### config.mk
export PLATFORM = sky130hd
export DESIGN_NAME = dfr_box
export DESIGN_NICKNAME = d
export VERILOG_FILES = /design/src/dfr_pkg.sv /design/src/dfr_box.sv
export SDC_FILE = /design/constraint.sdc
export NUM_CORES = 1
export LEC_CHECK = 0
export BUFFER_PORTS_ARGS = -buffer_cell sky130_fd_sc_hd__clkbuf_2
export CORE_ASPECT_RATIO = 0.75
export CORE_MARGIN = 1.5
export CORE_UTILIZATION = 50
export CTS_BUF_LIST = sky130_fd_sc_hd__clkbuf_16
export DETAILED_ROUTE_END_ITERATION = 16
export GPL_TIMING_DRIVEN = 1
export PLACE_DENSITY = 0.77
export RECOVER_POWER = 50
export SYNTH_ARGS = -nofsm -noshare
export SYNTH_HDL_FRONTEND = slang
export SYNTH_SLANG_ARGS = --single-unit
### constraint.sdc
create_clock -name i_clk -period 4.3 [get_ports i_clk]
set_clock_uncertainty 0.1 [all_clocks]
set_input_delay 0.215 -clock i_clk [delete_from_list [all_inputs] [get_ports i_clk]]
set_output_delay 0.215 -clock i_clk [all_outputs]
set_load 0.1 [all_outputs]
### src/dfr_pkg.sv
// ---------------------------------------------------------------------------
// dfr_pkg: shared types and constants of the frame difference block
// Geometry limits, register indexes, pattern words and the structs that
// pass word position and box results between modules.
// ---------------------------------------------------------------------------
package dfr_pkg;

    localparam int MAX_WIDTH  = 1024;
    localparam int MAX_HEIGHT = 512;
    localparam int MAX_WORDS  = 262144;

    localparam int COL_W    = $clog2(MAX_WIDTH);
    localparam int ROW_W    = $clog2(MAX_HEIGHT);
    localparam int WIDTH_W  = COL_W + 1;
    localparam int HEIGHT_W = ROW_W + 1;
    localparam int ADDR_W   = $clog2(MAX_WORDS);
    localparam int PROD_W   = ROW_W + COL_W;

    localparam int SHIFT_W    = 4;
    localparam int CFG_IDX_W  = 3;
    localparam int CFG_DATA_W = WIDTH_W;

    localparam int WORD_W    = 32;
    localparam int PIX_W     = 16;
    localparam int CH_W      = 5;
    localparam int OUT_PIX_W = 3 * CH_W;
    localparam int CONV_W    = PIX_W + OUT_PIX_W;

    localparam int IN_TDATA_W  = WORD_W;
    localparam int OUT_FIELD_W = ADDR_W + CONV_W + 2 + COL_W + ROW_W + WIDTH_W + HEIGHT_W;
    localparam int OUT_TDATA_W = ((OUT_FIELD_W + 7) / 8) * 8;
    localparam int OUT_PAD_W   = OUT_TDATA_W - OUT_FIELD_W;

    typedef enum logic [CFG_IDX_W-1:0] {
        CFG_FRAME_WIDTH  = 3'd0,
        CFG_FRAME_HEIGHT = 3'd1,
        CFG_RED_SHIFT    = 3'd2,
        CFG_GREEN_SHIFT  = 3'd3,
        CFG_BLUE_SHIFT   = 3'd4
    } t_cfg_idx;

    localparam logic [WIDTH_W-1:0]  RST_FRAME_WIDTH  = WIDTH_W'(320);
    localparam logic [HEIGHT_W-1:0] RST_FRAME_HEIGHT = HEIGHT_W'(480);
    localparam logic [SHIFT_W-1:0]  RST_RED_SHIFT    = 4'd11;
    localparam logic [SHIFT_W-1:0]  RST_GREEN_SHIFT  = 4'd6;
    localparam logic [SHIFT_W-1:0]  RST_BLUE_SHIFT   = 4'd0;

    localparam logic [WORD_W-1:0] CHECKER_A = 32'h18e3_20e4;
    localparam logic [WORD_W-1:0] CHECKER_B = 32'h20e4_18e3;
    localparam logic [WORD_W-1:0] FLAT_WORD = 32'h18e3_18e3;

    typedef struct packed {
        logic [COL_W-1:0] col;
        logic [ROW_W-1:0] row;
        logic             frame_end;
    } t_pos;

    typedef struct packed {
        logic                any_dirty;
        logic [COL_W-1:0]    left;
        logic [ROW_W-1:0]    top;
        logic [WIDTH_W-1:0]  right;
        logic [HEIGHT_W-1:0] bottom;
    } t_rect;

endpackage

### src/dfr_box.sv
// ---------------------------------------------------------------------------
// dfr_box: dirty rectangle merge
// Merges the lanes' change flag into a bounding box of changed words and
// reports the box on the last word of a frame.
// ---------------------------------------------------------------------------
module dfr_box (
    input  logic           i_clk,
    input  logic           i_rst_n,
    input  logic           i_adv,
    input  logic           i_changed,
    input  dfr_pkg::t_pos  i_pos,
    output dfr_pkg::t_rect o_rect
);
    import dfr_pkg::*;

    logic [COL_W-1:0] r_min_x, r_max_x, n_min_x, n_max_x;
    logic [ROW_W-1:0] r_min_y, r_max_y, n_min_y, n_max_y;
    logic             r_seen, n_seen;
    logic             w_report;

    always_comb begin
        n_min_x = r_min_x;
        n_max_x = r_max_x;
        n_min_y = r_min_y;
        n_max_y = r_max_y;
        if (i_changed) begin
            if (i_pos.col < r_min_x) begin
                n_min_x = i_pos.col;
            end
            if (i_pos.col > r_max_x) begin
                n_max_x = i_pos.col;
            end
            if (i_pos.row < r_min_y) begin
                n_min_y = i_pos.row;
            end
            if (i_pos.row > r_max_y) begin
                n_max_y = i_pos.row;
            end
        end
        n_seen = r_seen | i_changed;
    end

    assign w_report = i_pos.frame_end && n_seen;

    always_comb begin
        o_rect.any_dirty = w_report;
        o_rect.left      = w_report ? n_min_x : '0;
        o_rect.top       = w_report ? n_min_y : '0;
        o_rect.right     = w_report ? (WIDTH_W'(n_max_x) + WIDTH_W'(2)) : '0;
        o_rect.bottom    = w_report ? (HEIGHT_W'(n_max_y) + HEIGHT_W'(1)) : '0;
    end

    always_ff @(posedge i_clk) begin
        if (!i_rst_n) begin
            r_min_x <= '1;
            r_max_x <= '0;
            r_min_y <= '1;
            r_max_y <= '0;
            r_seen  <= 1'b0;
        end else if (i_adv) begin
            if (i_pos.frame_end) begin
                // restart the box for the next frame
                r_min_x <= '1;
                r_max_x <= '0;
                r_min_y <= '1;
                r_max_y <= '0;
                r_seen  <= 1'b0;
            end else begin
                r_min_x <= n_min_x;
                r_max_x <= n_max_x;
                r_min_y <= n_min_y;
                r_max_y <= n_max_y;
                r_seen  <= n_seen;
            end
        end
    end

    a_box_ordered: assert property (@(posedge i_clk) disable iff (!i_rst_n)
        r_seen |-> (r_min_x <= r_max_x) && (r_min_y <= r_max_y))
        else $error("box min exceeds max after a change");

    a_clean_empty: assert property (@(posedge i_clk) disable iff (!i_rst_n)
        !r_seen |-> (r_min_x == '1) && (r_max_x == '0) && (r_min_y == '1))
        else $error("box moved without a change");

endmodule

Word level (Yosys, flattened, before mapping)

Index checks and enable logic that the tools add are counted.

Register bits after elaboration: 39
Word-level logic and storage cells: 30
Output and inout bits: 41

Order comparisons: 4
Bitwise gates (word level): 1
Multiplexer cells: 17
Add/subtract/negate cells: 2
Reduce and logical (&&, ||, !) cells: 1

Operator list:

| operator                                       | count |
|---|---|
| two-way mux 10 bit                             | 8 |
| two-way mux 9 bit                              | 7 |
| adder 10 x 2 -> 11 bit (second input constant) | 1 |
| two-way mux 11 bit                             | 1 |
| adder 9 x 1 -> 10 bit (second input constant)  | 1 |
| > comparator 10 bit                            | 1 |
| less-than comparator 10 bit                    | 1 |
| > comparator 9 bit                             | 1 |
| less-than comparator 9 bit                     | 1 |
| logical AND 1 bit                              | 1 |
| two-way mux 1 bit                              | 1 |
| OR 1 bit                                       | 1 |

Depth between registers and ports, before layout

Depth in word-level cells: 5
Gate-level depth with buffers: 15

Worst setup path before layout

Ideal clock, no wire load.

Path type: register -> output
Start: register r_max_x[7]
End: output o_rect[15] (netlist name)
Stages on the path, launching flop included: 15
Setup slack: -911 ps
Data arrival time: 4896 ps
Cells stage by stage: dfxtp_1 > inv_1 > ha_1 > a211oi_2 > nor2_1 > a2111oi_4 > nor2_2 > buf_6 > buf_2 > o21ai_0 > ha_1 > nand2_1 > mux2_2 > o21ai_0 > nor3b_1

RTL lines:

| item                   | RTL line      | text |
|---|---|---|
| from (decl)            | dfr_box.sv:16 | `logic [COL_W-1:0] r_min_x, r_max_x, n_min_x, n_max_x;` |
| from (signal assigned) | dfr_box.sv:70 | `r_max_x <= n_max_x;` |
| to (decl)              | dfr_box.sv:12 | `output dfr_pkg::t_rect o_rect` |

==> summary.txt <==
Placed design
  – I/O Buffers: 64
  – Area after DPL: 0.00383 sq mm
  – HPWL after DPL: 6870 um
  – GP Congestion: 0.940

Worst setup path
  – Crit path launch type: flip-flop
  – Worst r2r src: r_min_x[5]
  – FF-to-FF path depth: 10
  – Worst path required time: 3.98 ns
  – Worst r2r dst: r_min_x[0]
  – CP max FO: 14
  – Reg2Reg Setup Slack: 1.01 ns
  – Critical path capture point type: output pin
  – Critical Path AT: 3.67 ns
  – Setup Crit Path Kind: flip-flop to output pin

Detailed routing
  – Drt pass-1 iters: 5
  – DRT antenna net count: 0
  – Drt first-iter violations: 200
  – Post-Route WL: 9010 um
  – Via-to-Cell Ratio: 5.93
  – Drt drc: 0
  – WL/cell: 16.2 um
  – Routed vias: 3290

Clock network
  – H-tree depth: 2
  – Worst-path clk slew: 0.06 ns
  – Worst skew pair latency: 0.28 ns
  – CTS Buf Count: 5
  – TritonCTS clock tree: yes
  – Clock sink count: 39
  – Clock buffer depth: 2
  – Clock root buffer master: clkbuf_16

Floorplan
  – Initial Util: 52.0%
  – Width of the chip: 96.6 um
  – I/O pins: 65
  – Chip height: 73.2 um
  – Total core area: 0.00632 sq mm
  – # rows: 25
  – Die ar.: 0.00707 sq mm

Yosys
  – Post-Synth Simple-Gate Area: 17.6%
  – Async S/R FF share, synth: 0%
  – YS warnings: 0
  – Mux cell area share after synthesis: 13.2%
  – Syn Area/Cell: 8.11 sq um
  – Register area share after synthesis: 23.8%
  – Post-synth top flop: dfxtp_1
  – Post-Synth XOR/XNOR Area: 1.60%
  – Cell area after synthesis: 0.00329 sq mm
  – Compound-Gate Fraction of Synth Area: 22.1%
  – Synth Net Count: 467
  – Post-Syn Instances: 405
  – Synth Area in Adders: 14.5%
  – Distinct cells, synth: 47
  – #FFs+latches synth: 39
  – Post-synth EDFFs: 0
  – Largest family of logic cells by synthesized area: compound AO/OA/AOI/OAI gates

Min path
  – Hold Crit Endpoint: r_min_y[8]
  – Critical hold path startpoint: i_pos[9]
  – WHS Path Cells: 2
  – Hold WC Path Type: input port to flip-flop

Layout
  – Antenna diode count: 0
  – Post-route design area: 0.00399 sq mm
  – Fill count: 557
  – Multi-input gate area: 0.00234 sq mm
  – Nets: 535
  – Layout cells sized above 1: 21.7%
  – Core Util, Final: 63.1%
  – Area growth, synth to finish: 21.4%
  – Reg area: 781 sq um

Outcome
  – Status: finished, violations left
  – Violated checks: capacitance limit, slew limit

Global route
  – Largest net degree at the start of global routing: 25
  – GRT Overall Usage: 24.9%
  – First-pass GRT wire length: 14300 um
  – Initial antenna violation count: 0
  – Vias in the first global route: 2944
  – GRT Residual Overflow: 0

Power
  – Peak VDD IR: 0.000229 V
  – Power Dens Cells: 291 mW/mm^2
  – Total leakage power: 1.87 nW

STA
  – Post-layout minimum cycle time: 3.98 ns
  – Setup tns final: 0 ns
  – RSZ-0062 raised after global routing: false
  – Final setup viols: 0
  – Worst-Margin Slew: 1.79 ns
  – Fin crit share: 92.6%
  – Final hold vios: 0
  – F_max: 251 MHz
  – Rel. slew slack: -20.3%
  – Slew Limit Fails: 11

Run
  – # Max-Cap Violations: 1
==> state kept, by name, summed over array words and instances, names as in the netlist <==
| register | cells |
|---|---|
| r_max_x | 10 |
| r_min_x | 10 |
| r_max_y | 9 |
| r_min_y | 9 |
| r_seen | 1 |
==> cell usage in the layout (no fill, tap or decap), types with 14 or more instances in the layout <==
cell type and instances:
clkbuf_2 54, nor2_1 49, inv_1 44, dfxtp_1 39, ha_1 38, mux2i_1 35
o22a_1 19, nand2_1 17, o21ai_0 15, nand3_1 14, a22oi_1 14
==> area by class of cell <==
cell class / count / share of cell area, %
Multi-Input combinational cell: 307 / 58.8
Sequential cell: 39 / 19.6
Inverter: 43 / 4.05
Clock inverter: 3 / 0.408
Tap cell: 81 / 2.54
Timing Repair Buffer: 77 / 11.5
Clock buffer: 5 / 3.14
==> worst max-delay path by stage <==
stage / endpoint / slack (ns) / startpoint
floorplan: o_rect[4] / 0.06 / r_max_y[6]
global placement: o_rect[8] / 0.40 / r_max_y[6]
detailed placement: o_rect[8] / 0.25 / r_max_y[7]
CTS: o_rect[17] / 0.15 / r_max_x[3]
global route: o_rect[17] / 0.05 / r_max_x[3]
finish: o_rect[17] / 0.32 / r_max_x[3]
==> critical path, cell delays in order (launching register included) <==
cell and delay [ns]:
dfxtp_1 0.38, inv_1 0.11, ha_1 0.31, a21oi_1 0.18, o21ai_1 0.15, a2111oi_4 0.49, nor2_4 0.15, o21ai_1 0.23
ha_1 0.22, nand2_1 0.07, mux2_2 0.31, or3_1 0.39, a21oi_2 0.19, buf_12 0.19
==> cell families after synthesis <==
kind of cell | Yosys count
flip-flops | 39
adder cells (fa/ha/maj) | 38
AND/OR/NAND/NOR | 122
AO/OA/AOI/OAI | 99
multiplexers | 42
buffers and inverters | 59
XOR/XNOR | 6
==> metrics by stage <==
| stage | std cells | worst slack [ns] | hold WS, ns | power, W |
|---|---|---|---|---|
| 3_5_place_dp | 546 | 0.251 | 0.378 | 0.000792 |
| 4_1_cts | 554 | 0.154 | 0.125 | 0.00116 |
| 2_1_floorplan | 405 | 0.0552 | 0.234 | 0.000697 |
| 3_3_place_gp | 546 | 0.397 | 0.367 | 0.000784 |
| 6_report | 555 | 0.318 | 0.140 | 0.00116 |
| 5_1_grt | 555 | 0.0529 | 0.166 | 0.00120 |
==> power breakdown <==
part	total [W]	switching [W]	internal [W]
Combinational	0.000411	0.000303	0.000109
Sequential	0.000380	0.00000844	0.000371
Clock	0.000370	0.000158	0.000212
==> cell usage after synthesis (3+ instances only) <==
cell type | n | area (sq um)
and2_1 | 4 | 25.0
a22oi_1 | 14 | 105
nand3_1 | 14 | 70.1
nand2_1 | 17 | 63.8
o21ai_0 | 14 | 70.1
o22a_1 | 19 | 166
nor2b_1 | 4 | 25.0
dfxtp_1 | 39 | 781
or3_1 | 3 | 18.8
nor2_1 | 48 | 180
o31ai_1 | 4 | 30.0
ha_1 | 38 | 475
xnor2_1 | 4 | 35.0
clkbuf_1 | 9 | 33.8
nand4_1 | 7 | 43.8
nand2b_1 | 6 | 37.5
buf_2 | 4 | 20.0
a21o_1 | 7 | 52.6
o21ai_1 | 3 | 15.0
a21oi_1 | 16 | 80.1
mux2i_1 | 35 | 350
mux2_2 | 6 | 67.6
inv_1 | 43 | 161
a211oi_1 | 6 | 45.0
nor3_1 | 10 | 50.1
==> layer usage <==
layer	share of wire [%]	vias to the layer above	track usage, %
met3	6.5	15	3.54
met1	50	1545	36.8
met2	42	134	38.5
met5	0	-	0
li1	-	1596	-
met4	1.3	0	5.48
==> timing repair <==
action,4_1_cts,5_1_grt
hold buffers,0,0
resized for setup,1,6
buffers inserted,0,1
setup endpoints to repair,2,5
pin swaps,0,1
No activity file was read; power rests on OpenSTA's default activity.
